$ cat src/sv/evs_pkg.sv
// shared types and constants for the eviction victim selector
package evs_pkg;

  localparam int unsigned MAX_APPS    = 256;
  localparam int unsigned MEMORY_BITS = 48;

  // field widths fixed by the interface
  localparam int unsigned PRIO_W     = 8;
  localparam int unsigned MEM_FIELD_W = 48;
  localparam int unsigned VPOS_W     = 8;

  // internal widths derived from the parameters
  localparam int unsigned POS_W = (MAX_APPS > 1) ? $clog2(MAX_APPS) : 1;
  localparam int unsigned MEM_W = (MEMORY_BITS < MEM_FIELD_W) ? MEMORY_BITS : MEM_FIELD_W;
  localparam logic [POS_W-1:0] POS_MAX = POS_W'(MAX_APPS - 1);

  localparam logic [PRIO_W-1:0] DEFAULT_PRIO_RST = PRIO_W'(2);

  typedef enum logic [1:0] {
    LIFE_OTHER      = 2'd0,
    LIFE_PAUSED     = 2'd1,
    LIFE_SUSPENDED  = 2'd2,
    LIFE_HIBERNATED = 2'd3
  } life_e;

  typedef struct packed {
    logic [1:0]             life_state;
    logic                   priority_present;
    logic [PRIO_W-1:0]      app_priority;
    logic [MEM_FIELD_W-1:0] memory_usage;
    logic                   last_app;
  } evs_in_t;

  typedef struct packed {
    logic              victim_found;
    logic [VPOS_W-1:0] victim_position;
    logic              victim_hibernated;
  } evs_out_t;

  // bucket view after the current item is folded in
  typedef struct packed {
    logic             nonzero;
    logic             one;
    logic [POS_W-1:0] pos;
  } bkt_stat_t;

endpackage

$ cat src/sv/evs_in_reg.sv
// input register stage holding one item
module evs_in_reg import evs_pkg::*; (
  input  logic    clk_i,
  input  logic    rst_ni,
  input  logic    in_valid_i,
  input  evs_in_t in_item_i,
  output logic    in_stall_o,
  input  logic    take_i,
  output logic    valid_o,
  output evs_in_t item_o
);

  logic    valid_q, valid_d;
  evs_in_t item_q;
  logic    load;

  assign in_stall_o = valid_q && !take_i;
  assign load       = in_valid_i && !in_stall_o;

  always_comb begin
    valid_d = valid_q;
    if (load) begin
      valid_d = 1'b1;
    end else if (take_i) begin
      valid_d = 1'b0;
    end
  end

  always_ff @(posedge clk_i or negedge rst_ni) begin
    if (!rst_ni) begin
      valid_q <= 1'b0;
    end else begin
      valid_q <= valid_d;
    end
  end

  always_ff @(posedge clk_i) begin
    if (load) begin
      item_q <= in_item_i;
    end
  end

  assign valid_o = valid_q;
  assign item_o  = item_q;

endmodule

$ cat src/sv/evs_bucket.sv
// one lifecycle bucket: saturating count and best candidate
module evs_bucket import evs_pkg::*; (
  input  logic              clk_i,
  input  logic              rst_ni,
  input  logic              hit_i,
  input  logic              clear_i,
  input  logic [PRIO_W-1:0] prio_i,
  input  logic [MEM_W-1:0]  mem_i,
  input  logic [POS_W-1:0]  pos_i,
  output bkt_stat_t         stat_o
);

  logic [1:0]        cnt_q, cnt_d;
  logic [PRIO_W-1:0] prio_q;
  logic [MEM_W-1:0]  mem_q;
  logic [POS_W-1:0]  pos_q;
  logic              beats;
  logic              upd;

  // priority, then memory, then stalest position; later item wins a full tie
  always_comb begin
    beats = (cnt_q == 2'd0) || (prio_i > prio_q) ||
            ((prio_i == prio_q) &&
             ((mem_i > mem_q) || ((mem_i == mem_q) && (pos_i >= pos_q))));
    upd   = hit_i && beats;
    cnt_d = cnt_q;
    if (hit_i && (cnt_q != 2'd3)) begin
      cnt_d = cnt_q + 2'd1;
    end
    stat_o.nonzero = (cnt_d != 2'd0);
    stat_o.one     = (cnt_d == 2'd1);
    stat_o.pos     = upd ? pos_i : pos_q;
  end

  always_ff @(posedge clk_i or negedge rst_ni) begin
    if (!rst_ni) begin
      cnt_q <= 2'd0;
    end else if (clear_i) begin
      cnt_q <= 2'd0;
    end else begin
      cnt_q <= cnt_d;
    end
  end

  always_ff @(posedge clk_i) begin
    if (upd) begin
      prio_q <= prio_i;
      mem_q  <= mem_i;
      pos_q  <= pos_i;
    end
  end

  a_clear_empties: assert property (@(posedge clk_i) disable iff (!rst_ni)
    clear_i |=> (cnt_q == 2'd0))
    else $error("bucket count not cleared after last item");

endmodule

$ cat src/sv/evs_select.sv
// victim choice across buckets and the result register
module evs_select import evs_pkg::*; (
  input  logic      clk_i,
  input  logic      rst_ni,
  input  logic      fire_i,
  input  bkt_stat_t paused_i,
  input  bkt_stat_t suspended_i,
  input  bkt_stat_t hibernated_i,
  input  logic      out_stall_i,
  output logic      free_o,
  output logic      out_valid_o,
  output evs_out_t  out_item_o
);

  logic     valid_q, valid_d;
  evs_out_t res_q, res_d;

  assign free_o = !valid_q || !out_stall_i;

  always_comb begin
    res_d = '0;
    if (paused_i.one) begin
      res_d.victim_found    = 1'b1;
      res_d.victim_position = VPOS_W'(paused_i.pos);
    end else if (suspended_i.nonzero) begin
      res_d.victim_found    = 1'b1;
      res_d.victim_position = VPOS_W'(suspended_i.pos);
    end else if (hibernated_i.nonzero) begin
      res_d.victim_found      = 1'b1;
      res_d.victim_position   = VPOS_W'(hibernated_i.pos);
      res_d.victim_hibernated = 1'b1;
    end
    valid_d = valid_q;
    if (fire_i) begin
      valid_d = 1'b1;
    end else if (!out_stall_i) begin
      valid_d = 1'b0;
    end
  end

  always_ff @(posedge clk_i or negedge rst_ni) begin
    if (!rst_ni) begin
      valid_q <= 1'b0;
    end else begin
      valid_q <= valid_d;
    end
  end

  always_ff @(posedge clk_i) begin
    if (fire_i) begin
      res_q <= res_d;
    end
  end

  assign out_valid_o = valid_q;
  assign out_item_o  = res_q;

endmodule

$ cat src/sv/eviction_victim_selector.sv
// eviction victim selector top level
//   channel | direction | handshake                | payload
//   cfg     | in        | cfg_we_i                 | cfg_wdata_i (default priority)
//   in      | in        | in_valid_i / in_stall_o  | in_item_i (evs_in_t)
//   out     | out       | out_valid_o / out_stall_i| out_item_o (evs_out_t)
// one item per cycle while the input is not stalled; the input register holds each
// item until it is processed, and the result of a last item appears on the output the cycle after it is processed
// the bucket compare (priority, memory, position) sits between the two registers
// reset clears counters and valids; default priority resets to 2
// a non-last item is processed even while a result waits on a stalled output
module eviction_victim_selector import evs_pkg::*; (
  input  logic              clk_i,
  input  logic              rst_ni,
  input  logic              cfg_we_i,
  input  logic [PRIO_W-1:0] cfg_wdata_i,
  input  logic              in_valid_i,
  output logic              in_stall_o,
  input  evs_in_t           in_item_i,
  output logic              out_valid_o,
  input  logic              out_stall_i,
  output evs_out_t          out_item_o
);

  logic [PRIO_W-1:0] dflt_prio_q;
  logic [POS_W-1:0]  pos_q, pos_d;
  logic              cur_valid;
  evs_in_t           cur;
  logic              out_free;
  logic              proc;
  logic              fire;
  logic [PRIO_W-1:0] eff_prio;
  logic [MEM_W-1:0]  eff_mem;
  logic              keep;
  bkt_stat_t         st_paused, st_suspended, st_hibernated;

  always_ff @(posedge clk_i or negedge rst_ni) begin
    if (!rst_ni) begin
      dflt_prio_q <= DEFAULT_PRIO_RST;
    end else if (cfg_we_i) begin
      dflt_prio_q <= cfg_wdata_i;
    end
  end

  evs_in_reg u_in_reg (
    .clk_i      (clk_i),
    .rst_ni     (rst_ni),
    .in_valid_i (in_valid_i),
    .in_item_i  (in_item_i),
    .in_stall_o (in_stall_o),
    .take_i     (proc),
    .valid_o    (cur_valid),
    .item_o     (cur)
  );

  // a last item waits only for room in the result register
  assign proc     = cur_valid && (!cur.last_app || out_free);
  assign fire     = proc && cur.last_app;
  assign eff_prio = cur.priority_present ? cur.app_priority : dflt_prio_q;
  assign eff_mem  = MEM_W'(cur.memory_usage);
  assign keep     = proc && (eff_prio != '0);

  always_comb begin
    pos_d = pos_q;
    if (fire) begin
      pos_d = '0;
    end else if (proc && (pos_q != POS_MAX)) begin
      pos_d = pos_q + POS_W'(1);
    end
  end

  always_ff @(posedge clk_i or negedge rst_ni) begin
    if (!rst_ni) begin
      pos_q <= '0;
    end else begin
      pos_q <= pos_d;
    end
  end

  evs_bucket u_paused (
    .clk_i   (clk_i),
    .rst_ni  (rst_ni),
    .hit_i   (keep && (cur.life_state == LIFE_PAUSED)),
    .clear_i (fire),
    .prio_i  (eff_prio),
    .mem_i   (eff_mem),
    .pos_i   (pos_q),
    .stat_o  (st_paused)
  );

  evs_bucket u_suspended (
    .clk_i   (clk_i),
    .rst_ni  (rst_ni),
    .hit_i   (keep && (cur.life_state == LIFE_SUSPENDED)),
    .clear_i (fire),
    .prio_i  (eff_prio),
    .mem_i   (eff_mem),
    .pos_i   (pos_q),
    .stat_o  (st_suspended)
  );

  evs_bucket u_hibernated (
    .clk_i   (clk_i),
    .rst_ni  (rst_ni),
    .hit_i   (keep && (cur.life_state == LIFE_HIBERNATED)),
    .clear_i (fire),
    .prio_i  (eff_prio),
    .mem_i   (eff_mem),
    .pos_i   (pos_q),
    .stat_o  (st_hibernated)
  );

  evs_select u_select (
    .clk_i        (clk_i),
    .rst_ni       (rst_ni),
    .fire_i       (fire),
    .paused_i     (st_paused),
    .suspended_i  (st_suspended),
    .hibernated_i (st_hibernated),
    .out_stall_i  (out_stall_i),
    .free_o       (out_free),
    .out_valid_o  (out_valid_o),
    .out_item_o   (out_item_o)
  );

  a_pos_cleared: assert property (@(posedge clk_i) disable iff (!rst_ni)
    fire |=> (pos_q == '0))
    else $error("position counter not cleared after last item");

  a_pos_grows: assert property (@(posedge clk_i) disable iff (!rst_ni)
    (proc && !cur.last_app) |=> (pos_q >= $past(pos_q)))
    else $error("position counter moved backward");

  a_no_victim_zero: assert property (@(posedge clk_i) disable iff (!rst_ni)
    (out_valid_o && !out_item_o.victim_found) |->
      ((out_item_o.victim_position == '0) && !out_item_o.victim_hibernated))
    else $error("no-victim result carries nonzero fields");

  a_stall_only_full: assert property (@(posedge clk_i) disable iff (!rst_ni)
    in_stall_o |-> (cur_valid && cur.last_app && !out_free))
    else $error("input stalled without a blocked last item");

endmodule

$ cat config.mk
export PLATFORM = sky130hd
export DESIGN_NAME = eviction_victim_selector
export DESIGN_NICKNAME = d
export VERILOG_FILES = /design/src/sv/evs_pkg.sv /design/src/sv/evs_in_reg.sv /design/src/sv/evs_bucket.sv /design/src/sv/evs_select.sv /design/src/sv/eviction_victim_selector.sv
export SDC_FILE = /design/constraint.sdc
export NUM_CORES = 1
export LEC_CHECK = 0
export BUFFER_PORTS_ARGS = -buffer_cell sky130_fd_sc_hd__buf_2
export CORE_MARGIN = 8
export CORE_UTILIZATION = 38
export DETAILED_ROUTE_END_ITERATION = 7
export SLEW_MARGIN = 20
export SYNTH_ARGS = -nofsm -noshare
export SYNTH_HDL_FRONTEND = slang
export SYNTH_HIERARCHICAL = 1
export SYNTH_SLANG_ARGS = --single-unit
$ cat constraint.sdc
create_clock -name clk_i -period 5.4 [get_ports clk_i]
set_input_delay 0.81 -clock clk_i [delete_from_list [all_inputs] [get_ports clk_i]]
set_output_delay 0.81 -clock clk_i [all_outputs]
set_load 0.03 [all_outputs]
==> impl_metrics.json <==
{
  "outcome": "completed",
  "final_cell_mix": "edfxtp_1, inv_1, ha_1",
  "clock_tree.buffer_depth": 3,
  "critPathSlowestCell": "buf_4",
  "cp_top_family": "multiplexers",
  "synthCells": 1154,
  "slew_headroom_pct": 31.5,
  "slew_viol_final": 0,
  "cts-root-buf": "clkbuf_16",
  "min_period_ns": 3.90,
  "r2r_slack_ns": 1.50,
  "postCtsResizedCells": 0,
  "clock.fmax_mhz": 257,
  "start_util_pct": 38.7,
  "antenna_cells": 0,
  "portBuffers": 84,
  "syn_nets": 1426,
  "worst_ep_required_time_ns": 5.65,
  "h-tree-depth": 2,
  "clock_sinks": 286,
  "crit_path_frequent_cell": "mux2_2",
  "finalHoldViolCount": 0,
  "worstHoldPathType": "input pin to async pin",
  "critical_path_arrival_ns": 4.14,
  "path_buf_inv": 1,
  "fp.coreArea_um2": 37800,
  "vias": 8843,
  "cts_hold_buf": 0,
  "start_kind": "flop",
  "grt_usage_pct": 13.2,
  "netlist_area_um2": 14600,
  "cts_tree": "yes",
  "r2r_cells": 12,
  "yosys_warnings": 6,
  "finalWeightedCongestion": 0.784,
  "skew_ns": 0.0257,
  "die_x_um": 212,
  "dp_hpwl_um": 20800,
  "critical_path.max_stage_delay_ns": 0.63,
  "first_pass_iters": 4,
  "wire_per_inst_um": 16.1,
  "clk_latency_ns": 0.52,
  "ir_worst_vdd_v": 0.000251,
  "grt_pass1_wl_um": 47300,
  "area_delta_synth_final_pct": 14.4,
  "crit_fanout": 50,
  "drive_gt1_share_pct": 16.2,
  "tightest_slew_ns": 1.02,
  "overflow": 0,
  "final_cells": 1810,
  "antenna_found_initial": 0,
  "p_per_area_nw_per_um2": 373,
  "rsz0062_at_grt": "no",
  "worst_setup_path_end_kind": "flop",
  "post_cts_buffers": 0,
  "vias_per_cell": 4.89,
  "fin_nets": 1546,
  "syn_avg_cell_area_um2": 12.6,
  "drt-total-wl_um": 29200,
  "die_h_um": 212,
  "cap_violations": 0,
  "p_leak_uw": 0.00719,
  "ant_nets": 0,
  "crit_path_cell_trace": "mux2_2 -> ha_1 -> nand4_1 -> nor3_1 -> a21o_1 -> a31oi_1 -> a211oi_2 -> a311oi_4 -> buf_4 -> mux2_2 -> nand3b_1 -> a21oi_1",
  "final_common_cell": "edfxtp_1",
  "crit_type": "flop to flop",
  "numCtsBuffers": 34,
  "drt_iter0_drc": 340,
  "drc": 0,
  "r2r_end": "u_select/out_item_o[7]",
  "io_pins": 85,
  "grt_pass1_vias": 9010,
  "grt_start_max_net_pins": 61,
  "clk_pin_slew_ns": 0.06,
  "period_share_pct": 72.2,
  "die_area_um2": 44900,
  "fp-row-count": 71,
  "place_inst": 1749,
  "r2r_start": "u_in_reg/item_o[57]",
  "finalSetupViolations": 0,
  "fin_setup_tns_ns": 0
}
==> sequential cells by signal, summed over array words and instances (netlist names) <==
register and count:
u_in_reg/item_o 60, u_suspended/cnt_q 2, u_paused/prio_q 8, u_paused/cnt_q 2, pos_q 8, u_in_reg/valid_o 1, u_suspended/mem_q 48, u_paused/pos_q 8
u_select/out_item_o 10, u_hibernated/pos_q 8, u_select/out_valid_o 1, u_hibernated/prio_q 8, u_hibernated/cnt_q 2, u_hibernated/mem_q 48, dflt_prio_q 8, u_suspended/prio_q 8
u_paused/mem_q 48, u_suspended/pos_q 8
==> worst register-to-register path: stages (launching register included) <==
cell	delay (ns)
edfxtp_1	0.62
mux2_2	0.46
ha_1	0.34
nand4_1	0.10
nor3_1	0.09
a21o_1	0.15
a31oi_1	0.25
a211oi_2	0.10
a311oi_4	0.29
buf_4	0.63
mux2_2	0.42
nand3b_1	0.09
a21oi_1	0.09
==> per-layer routing <==
metal / part of all wire [%] / vias up / wire length, µm / track usage [%]
li1: - / 4458 / - / -
met1: 48 / 4230 / 13900 / 17.5
met2: 47 / 107 / 13600 / 21.7
met3: 2.8 / 48 / 828 / 2.00
met4: 2.8 / 0 / 810 / 4.53
met5: 0 / - / 0 / 0
==> how the worst max path moves through the flow <==
stage / startpoint / to / slack (ns) / cells after the start
after CTS: u_in_reg/item_o[57] / u_paused/prio_q[1] / 1.48 / 9
final: u_in_reg/item_o[57] / u_select/out_item_o[7] / 1.50 / 12
after global routing: u_in_reg/item_o[57] / u_select/out_item_o[8] / 1.23 / 12
after global placement: u_in_reg/item_o[57] / u_paused/mem_q[30] / 1.56 / 9
after detailed placement: u_in_reg/item_o[57] / u_paused/mem_q[28] / 1.50 / 9
after floorplan: u_in_reg/item_o[57] / u_select/out_item_o[1] / 0.88 / 12
==> report_power, final <==
part	leakage [µW]	total, µW	internal [µW]	switching [µW]
Combinational	0.00397	1210	504	706
Clock	0.000504	2150	1250	901
Sequential	0.00271	2870	2700	173
==> per-stage QoR <==
stage	worst slack (ns)	area (µm²)	power (µW)	hold slack [ns]	util (%)
6_report	1.50	16700	6230	0.316	44.2
5_1_grt	1.23	16700	6600	0.345	44.2
3_5_place_dp	1.50	15600	4140	0.487	41.4
3_3_place_gp	1.56	15600	4090	0.486	41.4
4_1_cts	1.48	16700	6320	0.315	44.2
2_1_floorplan	0.878	14600	3770	0.475	-
==> area by class of cell <==
type                       instances  area [µm²]
sequential                       286        8230
inverter                         221         830
fill                            3448       21100
clock inverter                    20         150
clock buffer                      41         898
multi-input combinational        640        5480
tap                              511         639
timing repair buffer              91         473
(Power assumes the default switching activity.)
